## config.mk

```make
export PLATFORM = sky130hd
export DESIGN_NAME = markdown_highlight_marker_flat
export DESIGN_NICKNAME = d
export VERILOG_FILES = /design/src/hdl/mhm_pkg.sv /design/src/hdl/mhm_in_if.sv /design/src/hdl/mhm_out_if.sv /design/src/hdl/markdown_highlight_marker.sv /design/src/flat_wrapper.sv
export SDC_FILE = /design/constraint.sdc
export NUM_CORES = 1
export LEC_CHECK = 0
export BUFFER_PORTS_ARGS = -buffer_cell sky130_fd_sc_hd__buf_2
export CORE_UTILIZATION = 45
export CTS_CLUSTER_SIZE = 16
export DETAILED_ROUTE_END_ITERATION = 8
export SLEW_MARGIN = 25
export SYNTH_ARGS = -nofsm -noshare
export SYNTH_HDL_FRONTEND = slang
export SYNTH_SLANG_ARGS = --single-unit
```

## constraint.sdc

```tcl
create_clock -name i_clk -period 16.7 [get_ports i_clk]
set_input_delay 1.67 -clock i_clk [delete_from_list [all_inputs] [get_ports i_clk]]
set_output_delay 1.67 -clock i_clk [all_outputs]
set_load 0.02 [all_outputs]
```

## src/hdl/mhm_pkg.sv

```systemverilog
package mhm_pkg;

    localparam int CHAR_W  = 21;
    localparam int LINE_W  = 16;
    localparam int COL_W   = 12;
    localparam int COLOR_W = 32;
    localparam int NEST_W  = 8;
    localparam int LEVEL_W = 3;

    localparam logic [NEST_W-1:0]  MAX_NEST  = NEST_W'(255);
    localparam logic [LEVEL_W-1:0] LEVEL_MAX = LEVEL_W'(7);

    localparam logic [COLOR_W-1:0] FG_RESET = 32'hFFFF_FFFF;
    localparam logic [COLOR_W-1:0] COL_H1   = 32'h4194_D4FF;
    localparam logic [COLOR_W-1:0] COL_H2   = 32'hC266_3AFF;
    localparam logic [COLOR_W-1:0] COL_H3   = 32'h00DB_DBA9;
    localparam logic [COLOR_W-1:0] COL_H4   = 32'h4EC3_7FFF;
    localparam logic [COLOR_W-1:0] COL_H6   = 32'hC185_BCFF;

    localparam logic [CHAR_W-1:0] CH_NL     = CHAR_W'(10);
    localparam logic [CHAR_W-1:0] CH_SPACE  = CHAR_W'(32);
    localparam logic [CHAR_W-1:0] CH_HASH   = CHAR_W'(35);
    localparam logic [CHAR_W-1:0] CH_STAR   = CHAR_W'(42);
    localparam logic [CHAR_W-1:0] CH_PLUS   = CHAR_W'(43);
    localparam logic [CHAR_W-1:0] CH_MINUS  = CHAR_W'(45);
    localparam logic [CHAR_W-1:0] CH_LANGLE = CHAR_W'(60);
    localparam logic [CHAR_W-1:0] CH_RANGLE = CHAR_W'(62);
    localparam logic [CHAR_W-1:0] CH_LSQ    = CHAR_W'(91);
    localparam logic [CHAR_W-1:0] CH_RSQ    = CHAR_W'(93);

    typedef enum logic [2:0] {
        M_NORMAL = 3'd0,
        M_HASH   = 3'd1,
        M_BODY   = 3'd2,
        M_SPACE  = 3'd3,
        M_SQUARE = 3'd4,
        M_ANGLE  = 3'd5,
        M_SKIP   = 3'd6
    } t_mode;

    typedef struct packed {
        logic [LINE_W-1:0]  line;
        logic [COL_W-1:0]   column;
        logic [COLOR_W-1:0] color;
        logic               last;
    } t_mark;

    function automatic logic [COLOR_W-1:0] level_color(
        input logic [LEVEL_W-1:0] lvl,
        input logic [COLOR_W-1:0] fg
    );
        logic [COLOR_W-1:0] col;
        case (lvl)
            3'd1:    col = COL_H1;
            3'd2:    col = COL_H2;
            3'd3:    col = COL_H3;
            3'd4:    col = COL_H4;
            3'd5:    col = COL_H1;
            3'd6:    col = COL_H6;
            default: col = fg;
        endcase
        return col;
    endfunction

endpackage

```

## src/hdl/mhm_in_if.sv

```systemverilog
interface mhm_in_if;
    logic                        valid;
    logic                        ready;
    logic [mhm_pkg::CHAR_W-1:0]  char_code;
    logic [mhm_pkg::LINE_W-1:0]  line_number;
    logic [mhm_pkg::COL_W-1:0]   column_number;
    logic                        last_char;

    modport source (output valid, char_code, line_number, column_number, last_char,
                    input ready);
    modport sink   (input valid, char_code, line_number, column_number, last_char,
                    output ready);
endinterface

```

## src/hdl/mhm_out_if.sv

```systemverilog
interface mhm_out_if;
    logic                        valid;
    logic                        ready;
    logic [mhm_pkg::LINE_W-1:0]  mark_line;
    logic [mhm_pkg::COL_W-1:0]   mark_column;
    logic [mhm_pkg::COLOR_W-1:0] mark_color;
    logic                        last_mark;

    modport source (output valid, mark_line, mark_column, mark_color, last_mark,
                    input ready);
    modport sink   (input valid, mark_line, mark_column, mark_color, last_mark,
                    output ready);
endinterface

```

## src/hdl/markdown_highlight_marker.sv

```systemverilog
// Colour marker for a markdown-like highlighter.
// i_in takes one character beat (code point, line, column, last flag); o_mark
// gives colour mark beats (line, column, colour word, last-mark flag). One
// character gives zero, one or two marks; last_mark flags the final one.
// i_cfg_we/i_cfg_wdata write the foreground colour; write only while idle.
// The scan state is updated in the cycle the character is accepted and its
// marks are registered into a four-entry output queue, from which o_mark
// offers them in order.
// i_in.ready is high while the queue has room for two marks: one character
// per cycle is taken as long as the sink drains one mark per cycle, and a
// character that gives two marks fills the queue faster than it drains.
// When o_mark is stalled, marks wait in the queue and i_in.ready drops once
// fewer than two entries are free; nothing is lost or repeated.
// Synchronous reset (i_rst_n low) empties the queue, returns the scanner to
// normal mode and sets the foreground colour to all ones.
module markdown_highlight_marker (
    input  logic                        i_clk,
    input  logic                        i_rst_n,
    input  logic                        i_cfg_we,
    input  logic [mhm_pkg::COLOR_W-1:0] i_cfg_wdata,
    mhm_in_if.sink                      i_in,
    mhm_out_if.source                   o_mark
);
    import mhm_pkg::*;

    localparam int QDEPTH = 4;
    localparam int QPTR_W = $clog2(QDEPTH);

    logic [COLOR_W-1:0] r_fg;
    t_mode              r_mode,  n_mode;
    logic [LINE_W-1:0]  r_sline, n_sline;
    logic [COL_W-1:0]   r_scol,  n_scol;
    logic [LEVEL_W-1:0] r_level, n_level;
    logic               r_still, n_still;
    logic [NEST_W-1:0]  r_depth, n_depth;

    t_mark              r_queue [QDEPTH];
    logic [QPTR_W-1:0]  r_wr_ptr, r_rd_ptr;
    logic [QPTR_W:0]    r_count;

    t_mark              m0, m1;
    logic [1:0]         mcnt;
    logic               accept, pop;

    logic [CHAR_W-1:0]  c;
    logic               c_special;
    t_mode              pl_mode;
    logic [CHAR_W-1:0]  sp_open, sp_close;
    logic [COLOR_W-1:0] sp_color;
    logic [LEVEL_W-1:0] lvl_up;
    logic [NEST_W-1:0]  dec_depth;

    assign c      = i_in.char_code;
    assign accept = i_in.valid && i_in.ready;
    assign pop    = o_mark.valid && o_mark.ready;

    assign i_in.ready = r_count <= (QPTR_W+1)'(QDEPTH - 2);

    // what a plain character would start
    always_comb begin
        c_special = 1'b1;
        pl_mode   = M_NORMAL;
        if (c == CH_HASH) begin
            pl_mode = M_HASH;
        end else if (c == CH_SPACE) begin
            pl_mode = M_SPACE;
        end else if (c == CH_LSQ) begin
            pl_mode = M_SQUARE;
        end else if (c == CH_LANGLE) begin
            pl_mode = M_ANGLE;
        end else begin
            c_special = 1'b0;
        end
    end

    always_comb begin
        if (r_mode == M_ANGLE) begin
            sp_open  = CH_LANGLE;
            sp_close = CH_RANGLE;
            sp_color = COL_H6;
        end else begin
            sp_open  = CH_LSQ;
            sp_close = CH_RSQ;
            sp_color = COL_H4;
        end
    end

    assign lvl_up    = (r_level < LEVEL_MAX) ? r_level + LEVEL_W'(1) : r_level;
    assign dec_depth = (r_depth != '0) ? r_depth - NEST_W'(1) : r_depth;

    always_comb begin
        n_mode  = r_mode;
        n_sline = r_sline;
        n_scol  = r_scol;
        n_level = r_level;
        n_still = r_still;
        n_depth = r_depth;
        m0      = '0;
        m1      = '0;
        mcnt    = 2'd0;
        case (r_mode)
            M_HASH: begin
                if (c == CH_SPACE || c == CH_HASH) begin
                    m0      = '{r_sline, r_scol, COL_H1, 1'b0};
                    n_mode  = M_BODY;
                    if (c == CH_HASH) begin
                        n_level = LEVEL_W'(2);
                        n_still = 1'b1;
                        m1      = '{r_sline, r_scol, COL_H2, 1'b0};
                        mcnt    = 2'd2;
                    end else begin
                        n_level = LEVEL_W'(1);
                        n_still = 1'b0;
                        mcnt    = 2'd1;
                    end
                end else begin
                    n_mode = M_NORMAL;
                end
            end
            M_BODY: begin
                if (c == CH_NL) begin
                    n_mode = M_NORMAL;
                    m0     = '{i_in.line_number, i_in.column_number, r_fg, 1'b0};
                    mcnt   = 2'd1;
                end else if (c == CH_HASH && r_still) begin
                    n_level = lvl_up;
                    m0      = '{r_sline, r_scol, level_color(lvl_up, r_fg), 1'b0};
                    mcnt    = 2'd1;
                end else begin
                    n_still = 1'b0;
                end
            end
            M_SPACE: begin
                if (c == CH_MINUS || c == CH_STAR || c == CH_PLUS) begin
                    m0     = '{r_sline, r_scol, COL_H2, 1'b0};
                    n_mode = M_NORMAL;
                    mcnt   = 2'd1;
                end else begin
                    m0     = '{r_sline, r_scol, r_fg, 1'b0};
                    n_mode = pl_mode;
                    if (c_special) begin
                        n_sline = i_in.line_number;
                        n_scol  = i_in.column_number;
                        if (pl_mode == M_SQUARE || pl_mode == M_ANGLE) begin
                            n_depth = NEST_W'(1);
                        end
                        mcnt = 2'd1;
                    end else begin
                        m1   = '{i_in.line_number, i_in.column_number, r_fg, 1'b0};
                        mcnt = 2'd2;
                    end
                end
            end
            M_SQUARE, M_ANGLE: begin
                if (c == sp_open) begin
                    if (r_depth < MAX_NEST) begin
                        n_depth = r_depth + NEST_W'(1);
                    end
                end else if (c == sp_close) begin
                    n_depth = dec_depth;
                    if (dec_depth == '0) begin
                        n_mode = M_SKIP;
                        m0     = '{r_sline, r_scol, sp_color, 1'b0};
                        mcnt   = 2'd1;
                    end
                end else if (c == CH_NL) begin
                    n_depth = '0;
                    n_mode  = M_NORMAL;
                    m0      = '{i_in.line_number, i_in.column_number, r_fg, 1'b0};
                    mcnt    = 2'd1;
                end
            end
            M_SKIP: begin
                m0     = '{i_in.line_number, i_in.column_number, r_fg, 1'b0};
                n_mode = M_NORMAL;
                mcnt   = 2'd1;
            end
            default: begin
                n_mode = pl_mode;
                if (c_special) begin
                    n_sline = i_in.line_number;
                    n_scol  = i_in.column_number;
                    if (pl_mode == M_SQUARE || pl_mode == M_ANGLE) begin
                        n_depth = NEST_W'(1);
                    end
                end else begin
                    m0   = '{i_in.line_number, i_in.column_number, r_fg, 1'b0};
                    mcnt = 2'd1;
                end
            end
        endcase
        m0.last = (mcnt == 2'd1);
        m1.last = 1'b1;
        if (i_in.last_char) begin
            n_mode  = M_NORMAL;
            n_sline = '0;
            n_scol  = '0;
            n_level = '0;
            n_still = 1'b0;
            n_depth = '0;
        end
    end

    always_ff @(posedge i_clk) begin
        if (!i_rst_n) begin
            r_fg    <= FG_RESET;
            r_mode  <= M_NORMAL;
            r_sline <= '0;
            r_scol  <= '0;
            r_level <= '0;
            r_still <= 1'b0;
            r_depth <= '0;
        end else begin
            if (i_cfg_we) begin
                r_fg <= i_cfg_wdata;
            end
            if (accept) begin
                r_mode  <= n_mode;
                r_sline <= n_sline;
                r_scol  <= n_scol;
                r_level <= n_level;
                r_still <= n_still;
                r_depth <= n_depth;
            end
        end
    end

    // mark queue: up to two pushes and one pop per cycle
    always_ff @(posedge i_clk) begin
        if (accept && mcnt != 2'd0) begin
            r_queue[r_wr_ptr] <= m0;
        end
        if (accept && mcnt == 2'd2) begin
            r_queue[r_wr_ptr + QPTR_W'(1)] <= m1;
        end
    end

    always_ff @(posedge i_clk) begin
        if (!i_rst_n) begin
            r_wr_ptr <= '0;
            r_rd_ptr <= '0;
            r_count  <= '0;
        end else begin
            if (accept) begin
                r_wr_ptr <= r_wr_ptr + QPTR_W'(mcnt);
            end
            if (pop) begin
                r_rd_ptr <= r_rd_ptr + QPTR_W'(1);
            end
            r_count <= r_count + (accept ? (QPTR_W+1)'(mcnt) : '0)
                               - (pop ? (QPTR_W+1)'(1) : '0);
        end
    end

    assign o_mark.valid       = r_count != '0;
    assign o_mark.mark_line   = r_queue[r_rd_ptr].line;
    assign o_mark.mark_column = r_queue[r_rd_ptr].column;
    assign o_mark.mark_color  = r_queue[r_rd_ptr].color;
    assign o_mark.last_mark   = r_queue[r_rd_ptr].last;

    a_queue_bound: assert property (@(posedge i_clk) disable iff (!i_rst_n)
        r_count <= (QPTR_W+1)'(QDEPTH))
        else $error("mark queue overfilled");

    a_last_clears: assert property (@(posedge i_clk) disable iff (!i_rst_n)
        (accept && i_in.last_char) |=> (r_mode == M_NORMAL && r_depth == '0))
        else $error("scan state not cleared after final character");

    a_depth_in_span: assert property (@(posedge i_clk) disable iff (!i_rst_n)
        (r_depth != '0) |-> (r_mode == M_SQUARE || r_mode == M_ANGLE))
        else $error("bracket depth held outside a span");

    a_count_track: assert property (@(posedge i_clk) disable iff (!i_rst_n)
        (!accept && pop) |=> (r_count == $past(r_count) - (QPTR_W+1)'(1)))
        else $error("queue count lost a pop");

endmodule
```

## src/flat_wrapper.sv

```systemverilog
// flat-port wrapper written by rule: the top's interface ports become plain ports
module markdown_highlight_marker_flat import mhm_pkg::*;
  (i_clk, i_rst_n, i_cfg_we, i_cfg_wdata, i_in_valid, i_in_char_code, i_in_line_number, i_in_column_number, i_in_last_char, i_in_ready, o_mark_valid, o_mark_mark_line, o_mark_mark_column, o_mark_mark_color, o_mark_last_mark, o_mark_ready);
  mhm_in_if i_in_i ();
  mhm_out_if o_mark_i ();
  input  logic i_clk;
  input  logic i_rst_n;
  input  logic i_cfg_we;
  input  logic [mhm_pkg::COLOR_W-1:0] i_cfg_wdata;
  input wire logic [$bits(i_in_i.valid)-1:0] i_in_valid;
  input wire logic [$bits(i_in_i.char_code)-1:0] i_in_char_code;
  input wire logic [$bits(i_in_i.line_number)-1:0] i_in_line_number;
  input wire logic [$bits(i_in_i.column_number)-1:0] i_in_column_number;
  input wire logic [$bits(i_in_i.last_char)-1:0] i_in_last_char;
  output wire logic [$bits(i_in_i.ready)-1:0] i_in_ready;
  output wire logic [$bits(o_mark_i.valid)-1:0] o_mark_valid;
  output wire logic [$bits(o_mark_i.mark_line)-1:0] o_mark_mark_line;
  output wire logic [$bits(o_mark_i.mark_column)-1:0] o_mark_mark_column;
  output wire logic [$bits(o_mark_i.mark_color)-1:0] o_mark_mark_color;
  output wire logic [$bits(o_mark_i.last_mark)-1:0] o_mark_last_mark;
  input wire logic [$bits(o_mark_i.ready)-1:0] o_mark_ready;
  assign i_in_i.valid = i_in_valid;
  assign i_in_i.char_code = i_in_char_code;
  assign i_in_i.line_number = i_in_line_number;
  assign i_in_i.column_number = i_in_column_number;
  assign i_in_i.last_char = i_in_last_char;
  assign i_in_ready = i_in_i.ready;
  assign o_mark_valid = o_mark_i.valid;
  assign o_mark_mark_line = o_mark_i.mark_line;
  assign o_mark_mark_column = o_mark_i.mark_column;
  assign o_mark_mark_color = o_mark_i.mark_color;
  assign o_mark_last_mark = o_mark_i.last_mark;
  assign o_mark_i.ready = o_mark_ready;
  markdown_highlight_marker u_core (.i_clk(i_clk), .i_rst_n(i_rst_n), .i_cfg_we(i_cfg_we), .i_cfg_wdata(i_cfg_wdata), .i_in(i_in_i), .o_mark(o_mark_i));
endmodule
```

Yosys cells after proc, flatten, opt, wreduce, memory -nomap -nowiden
Memories as Yosys holds them, arrays and structs flattened. A register that Yosys moved wholly into a read port is not among the register bits.
Index checks and enable logic that the tools add are counted.
{ "classes": {"add_sub_neg": 8, "multipliers": 0, "n_div": 0, "magnitude_cmp": 3, "n_eq_ne": 37, "shift": 0, "mux": 85, "bitwise_logic": 0, "reduce_logical": 23} }
{ "ops": {"columns": ["cell", "n"], "rows": [
  ["61-bit 2-to-1 mux", 11],
  ["61-bit case mux with 5 select lines", 1],
  ["32-bit case mux with 5 select lines", 1],
  ["21-bit by 6-bit == test with 1-bit output, second input constant", 6],
  ["61-bit case mux with 2 select lines", 1],
  ["8-bit 2-to-1 mux", 9],
  ["16-bit 2-to-1 mux", 3],
  ["3-bit 2-to-1 mux", 15],
  ["21-bit by 7-bit == test with 1-bit output", 2],
  ["12-bit 2-to-1 mux", 3],
  ["33-bit 2-to-1 mux", 1],
  ["32-bit 2-to-1 mux", 1],
  ["16-bit case mux with 2 select lines", 1],
  ["3-bit == test, second input constant", 8],
  ["2-bit 2-to-1 mux", 12],
  ["12-bit case mux with 2 select lines", 1],
  ["8-bit case mux with 3 select lines", 1],
  ["21-bit by 4-bit == test with 1-bit output, second input constant", 1],
  ["21-bit by 7-bit == test with 1-bit output, second input constant", 1],
  ["1-bit 2-to-1 mux", 18],
  ["3-bit case mux with 5 select lines", 1],
  ["5-bit AND reduction", 3],
  ["7-bit 2-to-1 mux", 2],
  ["3-bit by 2-bit == test with 1-bit output, second input constant", 4],
  ["31 further kinds", 49]
]} }
{ "word_totals": {"reg_bits": 82, "latch_bits": 0, "ram_bits": 244, "rom_bits": 0, "inputBits": 87, "out_inout_bits": 63, "wordCells": 167, "memories": 1} }
{ "memory_table": {"columns": ["name", "words", "width", "rd", "rd_clocked_by_memory_dff", "wr", "line_no", "rtl"], "rows": [
  ["u_core.r_queue", 4, 61, 1, 1, 2, "markdown_highlight_marker.sv:37", "t_mark r_queue [QDEPTH];"]
]} }

Depth between registers and ports, before layout
{ "depth": {"ltp_word": 12, "depth_mapped": 16, "mapped_depth_nobuf": 14} }

Worst setup path before layout
Ideal clock, no wire load.
{ "synth_path": {"path_kind": "input-to-reg", "start": "input port i_in_char_code[17]", "end": "memory u_core.r_queue[1][10] in the netlist's numbering (enable)", "setup_ps": 498, "arrival_ps": 6425, "required_time_ps": 16202, "setup_slack_ps": 9777, "path_stages": 7, "path_buffers": 1, "path_cell_list": "or4_1 > or4_1 > nor4_2 > or2_2 > buf_2 > o21ai_0 > a21oi_1"} }
{ "synth_rtl": {"columns": ["item", "line_no", "rtl"], "rows": [
  ["start: declaration", "flat_wrapper.sv:11", "input wire logic [$bits(i_in_i.char_code)-1:0] i_in_char_code;"],
  ["end: declaration", "markdown_highlight_marker.sv:37", null]
]} }

==> results.toml <==
[outcome]
run_status = "finished clean"

[critical_path]
r2r_slack_ns = 11.92
cp_top_family = "simple AND/OR/NAND/NOR gates"
worstRegToRegCells = 9
reg2reg_to = "u_core.r_queue[0][55]$_DFFE_PP_"
cp_common_cell = "buf_4"
crit_required_ns = 16.94
crit_slowest_cell = "nand2_2"
timing.critical_path.depth = 11
path_cells = "buf_2 > nor3_1 > nand4_2 > nor3_2 > nor4_2 > buf_4 > or2_2 > nand2_2 > buf_4 > nand2_2 > buf_4"
cp_slowest_stage_delay_ns = 0.62
cp-end-kind = "flop"
timing.rr.start = "u_core.r_mode[2]$_SDFFE_PN0P_"
cp_max_fo = 53
arrival_ns = 5.92
cp-start-kind = "input port"
crit_start = "i_in_char_code[10]"
endpoint = "u_core.r_queue[3][58]$_DFFE_PP_"
crit_type = "input port to flop"
path_buf_inv = 4

[die]
die_area_um2 = 39710
core_um2 = 38020
ios = 150
die_w_um = 199.3
die_height_um = 199.3
rows = 71
start_util = 0.4606

[route]
wl_mm = 50.66
vias = 13310
ant_nets = 0
vias_per_cell = 6.389
drtPass1Iterations = 5
wl_per_cell_um = 24.32
drc = 0
drt_iter0_drc = 1083

[logic_synthesis]
yosys_warnings = 0
synth_compound_area_frac = 0.2127
syn_inst = 1459
muxShareOfSynthArea = 0.1059
synthFlopType = "edfxtp_1"
ys_seq_area_frac = 0.5121
synth_nets = 1554
synth_edf_count = 240
synth-seq-cells = 328
yosys.area_share.simple = 0.1212
synthAdderAreaFrac = 0.006144
yosysTopAreaCell = "edfxtp_1"
synthArstFlopShare = 0
syn_area_per_cell_um2 = 12.00
syn_area_um2 = 17510
synthTopCellsByArea = "edfxtp_1, dfxtp_1, mux4_2"
synth_top_area_frac = 0.4115
synth_top_family_by_area = "compound AO/OA/AOI/OAI gates"
ys_types = 92
synth_xor_area_frac = 0.005001

[cells_and_area]
final_area_um2 = 19830
seqCellArea_um2 = 8974
mostFrequentLayoutCells = "edfxtp_1, o22ai_1, buf_2, nand2_1, dfxtp_1"
diodes = 0
fillers = 3401
area_growth_pct = 13.20
drive_gt1_frac = 0.2392
nets = 1638
multi_input_area_um2 = 7999
layout_commonest_cell = "edfxtp_1"

[clock_tree]
postCtsSetupRepairBufs = 0
hold_buffers = 0
clk_pin_slew_ns = 0.06
clock-sinks = 328
cts-root-buf = "clkbuf_16"
clockBufferDepth = 3
numCtsBuffers = 37
insertion_delay_ns = 0.56
post_cts.resized_instances = 0
cts.htree.levels = 2
cts_tree = "built"

[global_routing]
grt_pass1_wl_mm = 77.10
track_usage = 0.2585
antenna_found_initial = 1
grt_pass1_vias = 13240
grt_max_degree = 87
grt_overflow = 0

[job]
drv_cap = 0

[pwr]
leakage_nw = 6.692
vdd_ir_drop_max_mv = 0.06947
power_density_nw_per_um2 = 122.8
p_clk_frac = 0.336
swShare = 0.3083
p_switching_w = 0.0007504
internal-power_w = 0.001683
seqPwrFrac = 0.414
combinationalPowerShare = 0.250

[placed_design]
io_buffer_count = 149
hpwl_mm = 31.32
place_area_um2 = 18580
globalplace.congestion = 0.8968

[timing]
clock-skew-final_ns = 0.02087
tightest_slew_ns = 1.169
hold_viol_final = 0
tns_ns = 0
rsz0062_at_grt = "false"
post-route-period-util = 0.3398
setup_viol = 0
fmax_ghz = 0.1762
report.final.slew_viol_count = 0
period_minus_slack_ns = 5.674
slew_headroom = 0.2133

[worst_hold_path]
min_path_type = "flop to flop"
[kinds of logic after synthesis]
group / count (synthesis)
fa+ha+maj: 8
xor+xnor: 10
buf+inv: 142
flops: 328
compound gates: 482
mux: 109
simple gates: 380
[power by group through the flow]
stage	combinational (W)	sequential (W)	clock (W)
after floorplan	0.000430	0.00100	0
after global placement	0.000609	0.00102	0
after detailed placement	0.000613	0.00102	0
after CTS	0.000615	0.00101	0.000833
after global routing	0.000654	0.00102	0.000864
final	0.000609	0.00101	0.000817
[final cells by class]
class	count	share of cell area
flip-flops and latches	328	0.4526
inverters	14	0.002651
clock buffers	52	0.05314
repair buffers	173	0.04752
clock inverters	16	0.008393
well taps	511	0.03225
multi-input cells	989	0.4034
[worst register-to-register path, cell delays in order, from the launching register on]
cell and delay, ns:
dfxtp_1 0.66, nand3b_1 0.36, mux2i_1 0.29, nor4b_2 0.56, and4_1 0.59, o31ai_4 0.11, buf_4 0.36, and2_1 0.35
inv_2 0.53, buf_4 0.58
[through the flow]
stage / std cells / setup WS, ns / power, W / hold WS, ns / utilization
global placement: 2014 / 10.60 / 0.001632 / 0.4451 / 0.4887
CTS: 2082 / 11.10 / 0.002456 / 0.4670 / 0.5208
finish: 2083 / 11.03 / 0.002434 / 0.4648 / 0.5215
global route: 2083 / 10.81 / 0.002533 / 0.4803 / 0.5215
floorplan: 1459 / 9.777 / 0.001431 / 0.4361 / -
detailed placement: 2014 / 10.51 / 0.001638 / 0.4547 / 0.4887
[cell usage after synthesis (6+ instances only)]
library cell / count
xor2_1: 6
o2bb2ai_1: 19
nand3_1: 13
or3b_2: 9
a22oi_4: 20
a21o_1: 6
a31oi_1: 7
o21a_1: 8
o311ai_0: 6
nor3_1: 27
a22oi_1: 38
o211ai_1: 11
nand2_1: 128
and3_1: 8
a22o_1: 16
buf_1: 11
or3_1: 11
a21oi_1: 47
nor2b_1: 17
inv_1: 14
o22ai_1: 183
mux2i_1: 47
edfxtp_1: 240
a21boi_0: 6
o21ai_0: 30
mux4_2: 61
a211oi_1: 7
ha_1: 7
dfxtp_1: 88
and2_1: 26
clkbuf_1: 74
or3b_1: 19
a21boi_1: 27
nor2_1: 51
nand4_1: 7
nand2b_1: 12
buf_2: 35
[flip-flops by register name, indices dropped and copies added, names as in the netlist, named ones only]
name	count
u_core.r_rd_ptr	2
u_core.r_count	3
u_core.r_wr_ptr	2
u_core.r_still	1
u_core.r_depth	8
u_core.r_fg	32
u_core.r_sline	16
u_core.r_scol	12
u_core.r_queue	244
u_core.r_level	3
u_core.r_mode	3
[layer usage]
layer  global-route usage  routed length (µm)
met2               0.4082               23760
met3              0.05114                4305
met5                    0                   0
met4              0.09516                1300
met1               0.3521               21300
[worst min path at each step]
stage,from,end,slack [ns],cells past startpoint
5_1_grt,u_core.r_queue[0][0]$_SDFFE_PP1N_,u_core.r_queue[0][0]$_SDFFE_PP1N_,0.48,1
2_1_floorplan,u_core.r_queue[0][0]$_SDFFE_PP1N_,u_core.r_queue[0][0]$_SDFFE_PP1N_,0.44,1
6_report,u_core.r_scol[0]$_SDFFE_PN0P_,u_core.r_scol[0]$_SDFFE_PN0P_,0.46,2
3_5_place_dp,u_core.r_queue[0][0]$_SDFFE_PP1N_,u_core.r_queue[0][0]$_SDFFE_PP1N_,0.45,1
3_3_place_gp,u_core.r_queue[0][0]$_SDFFE_PP1N_,u_core.r_queue[0][0]$_SDFFE_PP1N_,0.45,1
4_1_cts,u_core.r_scol[0]$_SDFFE_PN0P_,u_core.r_scol[0]$_SDFFE_PN0P_,0.47,2
Power figures use the tool's default switching activity.
